$ cat config.mk
export PLATFORM = sky130hd
export DESIGN_NAME = mvm_mac
export DESIGN_NICKNAME = d
export VERILOG_FILES = /design/src/rtl/core/mvm_pkg.sv /design/src/rtl/core/mvm_mac.sv
export SDC_FILE = /design/constraint.sdc
export NUM_CORES = 2
export LEC_CHECK = 0
export BUFFER_PORTS_ARGS = -buffer_cell sky130_fd_sc_hd__buf_4
export CAP_MARGIN = 20
export CELL_PAD_IN_SITES_DETAIL_PLACEMENT = 0
export CELL_PAD_IN_SITES_GLOBAL_PLACEMENT = 1
export CORE_MARGIN = 2
export CORE_UTILIZATION = 45
export DETAILED_ROUTE_END_ITERATION = 8
export GPL_ROUTABILITY_DRIVEN = 0
export PLACE_DENSITY_LB_ADDON = 0.1
export SYNTH_ARGS = -nofsm -noshare
export SYNTH_HDL_FRONTEND = slang
export SYNTH_SLANG_ARGS = --single-unit
$ cat constraint.sdc
create_clock -name clk -period 12.5 [get_ports clk]
set_input_delay 2.5 -clock clk [delete_from_list [all_inputs] [get_ports clk]]
set_output_delay 2.5 -clock clk [all_outputs]
set_load 0.02 [all_outputs]
$ cat src/rtl/core/mvm_pkg.sv
// Shared types and constants for the matrix-vector multiply core.
`default_nettype none

package mvm_pkg;

    localparam int IDX_W  = 10;
    localparam int SIZE_W = 11;
    localparam int VAL_W  = 32;
    localparam int SUM_W  = 64;

    localparam logic [SIZE_W-1:0] SIZE_RESET = 11'd1024;

    // Transaction kinds.
    localparam logic [1:0] KIND_LOAD = 2'd0;
    localparam logic [1:0] KIND_MAC  = 2'd1;
    localparam logic [1:0] KIND_READ = 2'd2;

    // Result status codes.
    localparam logic STATUS_OK    = 1'b0;
    localparam logic STATUS_RANGE = 1'b1;

    typedef struct packed {
        logic [1:0]              kind;
        logic [IDX_W-1:0]        row_index;
        logic [IDX_W-1:0]        col_index;
        logic signed [VAL_W-1:0] value;
    } mvm_in_t;

    typedef struct packed {
        logic [IDX_W-1:0]        row_out;
        logic signed [SUM_W-1:0] sum;
        logic                    saturated;
        logic                    status;
    } mvm_out_t;

    typedef enum logic [2:0] {
        ST_CLEAR,
        ST_IDLE,
        ST_MUL,
        ST_ACC,
        ST_READ,
        ST_RESP
    } mvm_state_t;

endpackage

`default_nettype wire

$ cat src/rtl/core/mvm_mac.sv
// Multiply stage and saturating accumulate stage of the row update.
`default_nettype none

module mvm_mac #(
    parameter int VALUE_BITS = 32
) (
    input  wire logic                          clk,
    input  wire logic                          prod_load,
    input  wire logic signed [VALUE_BITS-1:0]  elem,
    input  wire logic signed [VALUE_BITS-1:0]  vec,
    input  wire logic signed [mvm_pkg::SUM_W-1:0] acc_in,
    input  wire logic                          sat_in,
    output logic signed [mvm_pkg::SUM_W-1:0]   acc_out,
    output logic                               sat_out
);
    import mvm_pkg::*;

    localparam int PW = 2 * VALUE_BITS;

    logic signed [PW-1:0]    prod_reg;
    logic signed [PW-1:0]    prod_next;
    logic signed [SUM_W-1:0] prod_ext;
    logic signed [SUM_W-1:0] prod_sh;
    logic signed [SUM_W-1:0] sum_raw;
    logic                    ovf;

    assign prod_next = elem * vec;

    always_ff @(posedge clk)
    begin
        if (prod_load)
        begin
            prod_reg <= prod_next;
        end
    end

    // The arithmetic shift floors the Q32.32 product down to Q48.16.
    assign prod_ext = SUM_W'(prod_reg);
    assign prod_sh  = prod_ext >>> 16;
    assign sum_raw  = acc_in + prod_sh;
    assign ovf      = (acc_in[SUM_W-1] == prod_sh[SUM_W-1]) &&
                      (sum_raw[SUM_W-1] != acc_in[SUM_W-1]);

    always_comb
    begin
        if (ovf)
        begin
            acc_out = acc_in[SUM_W-1] ? {1'b1, {(SUM_W-1){1'b0}}}
                                      : {1'b0, {(SUM_W-1){1'b1}}};
        end
        else
        begin
            acc_out = sum_raw;
        end
    end

    assign sat_out = sat_in | ovf;

endmodule

`default_nettype wire

### After elaboration in Yosys (flattened, before gate mapping)

Index checks and enable logic that the tools add are counted.

* memory bits (read-only): 0
* input port bits: 131
* register bits: 64
* bits in latches: 0
* memory bits (writable): 0
* memories: 0

* $lt $le $gt $ge: 0
* multiply operators: 1
* bitwise logic cells: 1
* reductions and logical operators: 1
* multiplexer cells: 2
* eq/ne operators: 2
* shift operators: 0
* $add $sub $neg: 1
* divide/modulo/power cells: 0

Operators with widths (count)
* $mux 64: 2
* $add 64x48->64: 1
* $mul 32x32->64: 1
* $eq 1x1->1: 1
* $logic_and 1x1->1: 1
* $ne 1x1->1: 1
* $or 1x1->1: 1

### Longest topological paths before layout

* word-level depth: 4
* mapped depth: 29
* mapped depth without buffers: 28

### Worst setup path before layout

OpenSTA, ideal clock, no wires.

* path type: input port to flip-flop
* start point: input port vec[2]
* end point: register prod_reg[60] (netlist: prod_ext[60]), data pin
* buffers on the path: 1
* library setup time: 0.259 ns
* data arrival time: 9.403 ns
* cell stages on the path: 26
* data required time: 12.241 ns
* setup slack: 2.838 ns
* cells stage by stage: clkbuf_1 > nand2_1 > inv_1 > fa_1 > fa_1 > fa_1 > fa_1 > inv_1 > fa_1 > inv_1 > fa_1 > inv_1 > fa_1 > inv_1 > fa_1 > ha_1 > a21o_1 > a21o_1 > a21oi_1 > nor2b_1 > o21ai_0 > nand2_1 > a31oi_1 > inv_1 > a21oi_1 > xnor2_1

* cells in the longest elaborated chain, start to end: 1

RTL lines
* start, declared: RTL line mvm_mac.sv:10 `input wire logic signed [VALUE_BITS-1:0] vec,`
* $mul 32x32->64: RTL line mvm_mac.sv:27 `assign prod_next = elem * vec;`
* via prod_next[60]: RTL line mvm_mac.sv:21 `logic signed [PW-1:0] prod_next;`
* end signal, assigned: RTL line mvm_mac.sv:33 `prod_reg <= prod_next;`
* end, declared: RTL line mvm_mac.sv:20 `logic signed [PW-1:0] prod_reg;`

The timed path passes the listed nets, and every way through them passes these cells.
A chain may end at the register's enable or synchronous reset.

### Final worst setup path

* start point: input port vec[2]
* end point: register prod_reg[57] (netlist: prod_ext[57]), data pin

The elaborated chain is that of the path after synthesis.

==> flow_metrics.tcl <==
set metrics [dict create \
    wl_per_cell_microns 20.5 \
    drt_wl_total_microns 115000 \
    synthCells 4465 \
    cts.clk_slew.worst_paths_ns 0.07 \
    synth-seq-cells 48 \
    fmax_mhz 96.3 \
    pre_cts_ws_ns 1.78 \
    drc 0 \
    crit_arrival_ns 10.44 \
    cts_root_buffer "clkbuf_16" \
    largest_reg_flops 48 \
    path_class "input port to flop" \
    portBuffers 195 \
    setup_violations 0 \
    tightestPinTransition_ns 0.764 \
    async_flop_share 0 \
    fp.dieArea_sq_mm 0.0934 \
    synth_area_leaders "fa_1 53%, inv_1 9.3%, and2_1 7.5%" \
    syn_avg_cell_area_sq_um 9.17 \
    grt_pass1_vias 31826 \
    synthFlopType "edfxtp_1" \
    period_share 0.831 \
    hold_depth 1 \
    utilization 0.480 \
    synthToLayoutAreaGrowth_pct 5.64 \
    min_to "prod_ext[25]" \
    hold_viol 0 \
    rsz0062_at_grt "no" \
    grt_pass1_wl_microns 185000 \
    clock-sinks 48 \
    initial_utilization 0.455 \
    core_area_sq_mm 0.0900 \
    postCtsSetupBuffers 0 \
    cts_buffers 5 \
    postRouteAntennaNets 0 \
    die_w_microns 306 \
    synthesis.nets 5921 \
    max_cap_viol_count 0 \
    hold_path.class "input port to flop" \
    fin_nets 5897 \
    dp_hpwl_microns 95300 \
    grtUsageTotal 0.254 \
    whs_ns 2.75 \
    cts_hold_buf 0 \
    slew_viol_final 0 \
    synth_cell_type_count 64 \
    status "complete, no violations" \
    end_kind "flop" \
    synthesis.area_sq_mm 0.0409 \
    drtPass1Iterations 5 \
    cp.required_ns 12.55 \
    htree_levels 2 \
    yosysTopAreaCellShare 0.529 \
    cts_buffer_depth 2 \
    grt_start_max_net_pins 60 \
    cts_tree "yes" \
    io-pin-count 196 \
    vias_per_cell 5.21 \
    antenna_found_initial 8 \
    synth.yosys.warnings 0 \
    die_y_microns 306 \
    synth_seq_area_share 0.0352 \
    max_slew_margin 0.491 \
    finalWorstSetupSlack_ns 2.11 \
    path_max_fanout 32 \
    vias 29271 \
    critPathLaunch "vec[2]" \
    grt-ovfl-total 0 \
    cts_resized 0 \
    hold_start "prod_load" \
    core.rowCount 110 \
    worst_setup_path_start_kind "input port" \
    drt_iter0_drc 1443 \
    period_needed_ns 10.39 \
    drive_gt1_frac 0.0513 \
    tns_ns 0 \
    synth_top_area_cell "fa_1" \
    synth_enable_flop_cells 48 \
]
per-layer routing:
metal,up-vias,GRT usage,wire [microns]
li1,13107,-,-
met1,15391,0.350,49900
met2,620,0.430,56900
met3,151,0.0223,4490
met4,2,0.0755,3740
met5,-,0,13
critical path, cell delays in order:
cell and delay [ns]:
buf_4 0.33, nand2_1 0.16, inv_1 0.16, fa_1 0.46, fa_1 0.50, fa_1 0.94, inv_1 0.14, fa_1 0.53
inv_1 0.05, fa_1 0.48, fa_1 0.57, fa_1 0.44, fa_1 0.47, ha_1 0.40, nand2_1 0.09, nor4_1 0.52
o2111ai_1 0.37, a311oi_2 0.61, a31oi_1 0.22, o21a_1 0.24, o21ai_1 0.16, xor2_1 0.08
cell usage in the layout (no fill, tap or decap), types with 4 or more instances in the layout:
| master | n |
|---|---|
| xnor2_1 | 82 |
| o211ai_1 | 11 |
| o21ai_1 | 29 |
| nor4_1 | 4 |
| nand2b_1 | 18 |
| o21a_1 | 16 |
| and2_1 | 493 |
| nor2_1 | 89 |
| and3_1 | 7 |
| o21bai_1 | 15 |
| ha_1 | 243 |
| nand3_1 | 21 |
| nor2b_1 | 11 |
| nand4_1 | 29 |
| a211oi_1 | 12 |
| inv_1 | 1013 |
| clkbuf_16 | 5 |
| or3_1 | 6 |
| xor2_1 | 43 |
| a21o_1 | 49 |
| buf_4 | 199 |
| o21ai_0 | 96 |
| nand2_1 | 605 |
| nor3_1 | 14 |
| fa_1 | 1082 |
| edfxtp_1 | 48 |
| a21oi_1 | 127 |
| a31oi_1 | 12 |
| diode_2 | 5 |
| o221ai_1 | 7 |
through the flow:
step / instances / cell area (sq um)
floorplan: 4465 / 40900
global placement: 5609 / 43000
detailed placement: 5609 / 43000
CTS: 5617 / 43200
global route: 5623 / 43200
finish: 5623 / 43200
synthesized netlist by cell type, drive strengths merged, types with 11 or more instances:
cell    count
fa       1082
inv      1013
nand2     605
and2      493
ha        243
clkbuf    224
a21oi     127
o21ai     126
nor2       90
xnor2      82
a21o       49
edfxtp     48
xor2       43
nand4      29
nand3      22
nand2b     18
o21a       16
o21bai     15
a211oi     14
nor3       14
a31oi      13
o211ai     12
nor2b      11
cell type report:
cell class	instances	area (sq um)
Fill cell	8818	46800
Multi-Input combinational cell	3173	34800
Inverter	1013	3800
Timing Repair Buffer	200	1520
Tap cell	1176	1470
Sequential cell	48	1440
Clock buffer	5	125
Clock inverter	3	68.8
Antenna cell	5	12.5
how the worst max path moves through the flow:
stage | end | cells past startpoint | slack, ns
detailed placement | prod_ext[63] | 22 | 1.78
CTS | prod_ext[63] | 22 | 2.06
global placement | prod_ext[57] | 20 | 1.77
global route | prod_ext[56] | 22 | 1.61
finish | prod_ext[57] | 22 | 2.11
floorplan | prod_ext[60] | 26 | 2.84
kinds of logic after synthesis:
logic type / synth area share
XOR/XNOR: 0.0267
buffers and inverters: 0.115
AND/OR/NAND/NOR: 0.158
multiplexers: 0.000245
flip-flops: 0.0352
adder cells (fa/ha/maj): 0.603
AO/OA/AOI/OAI: 0.0615
Power is left out: the tool's default activity adds up to more than one toggle a clock period on the data nets, which glitch-free logic cannot reach.
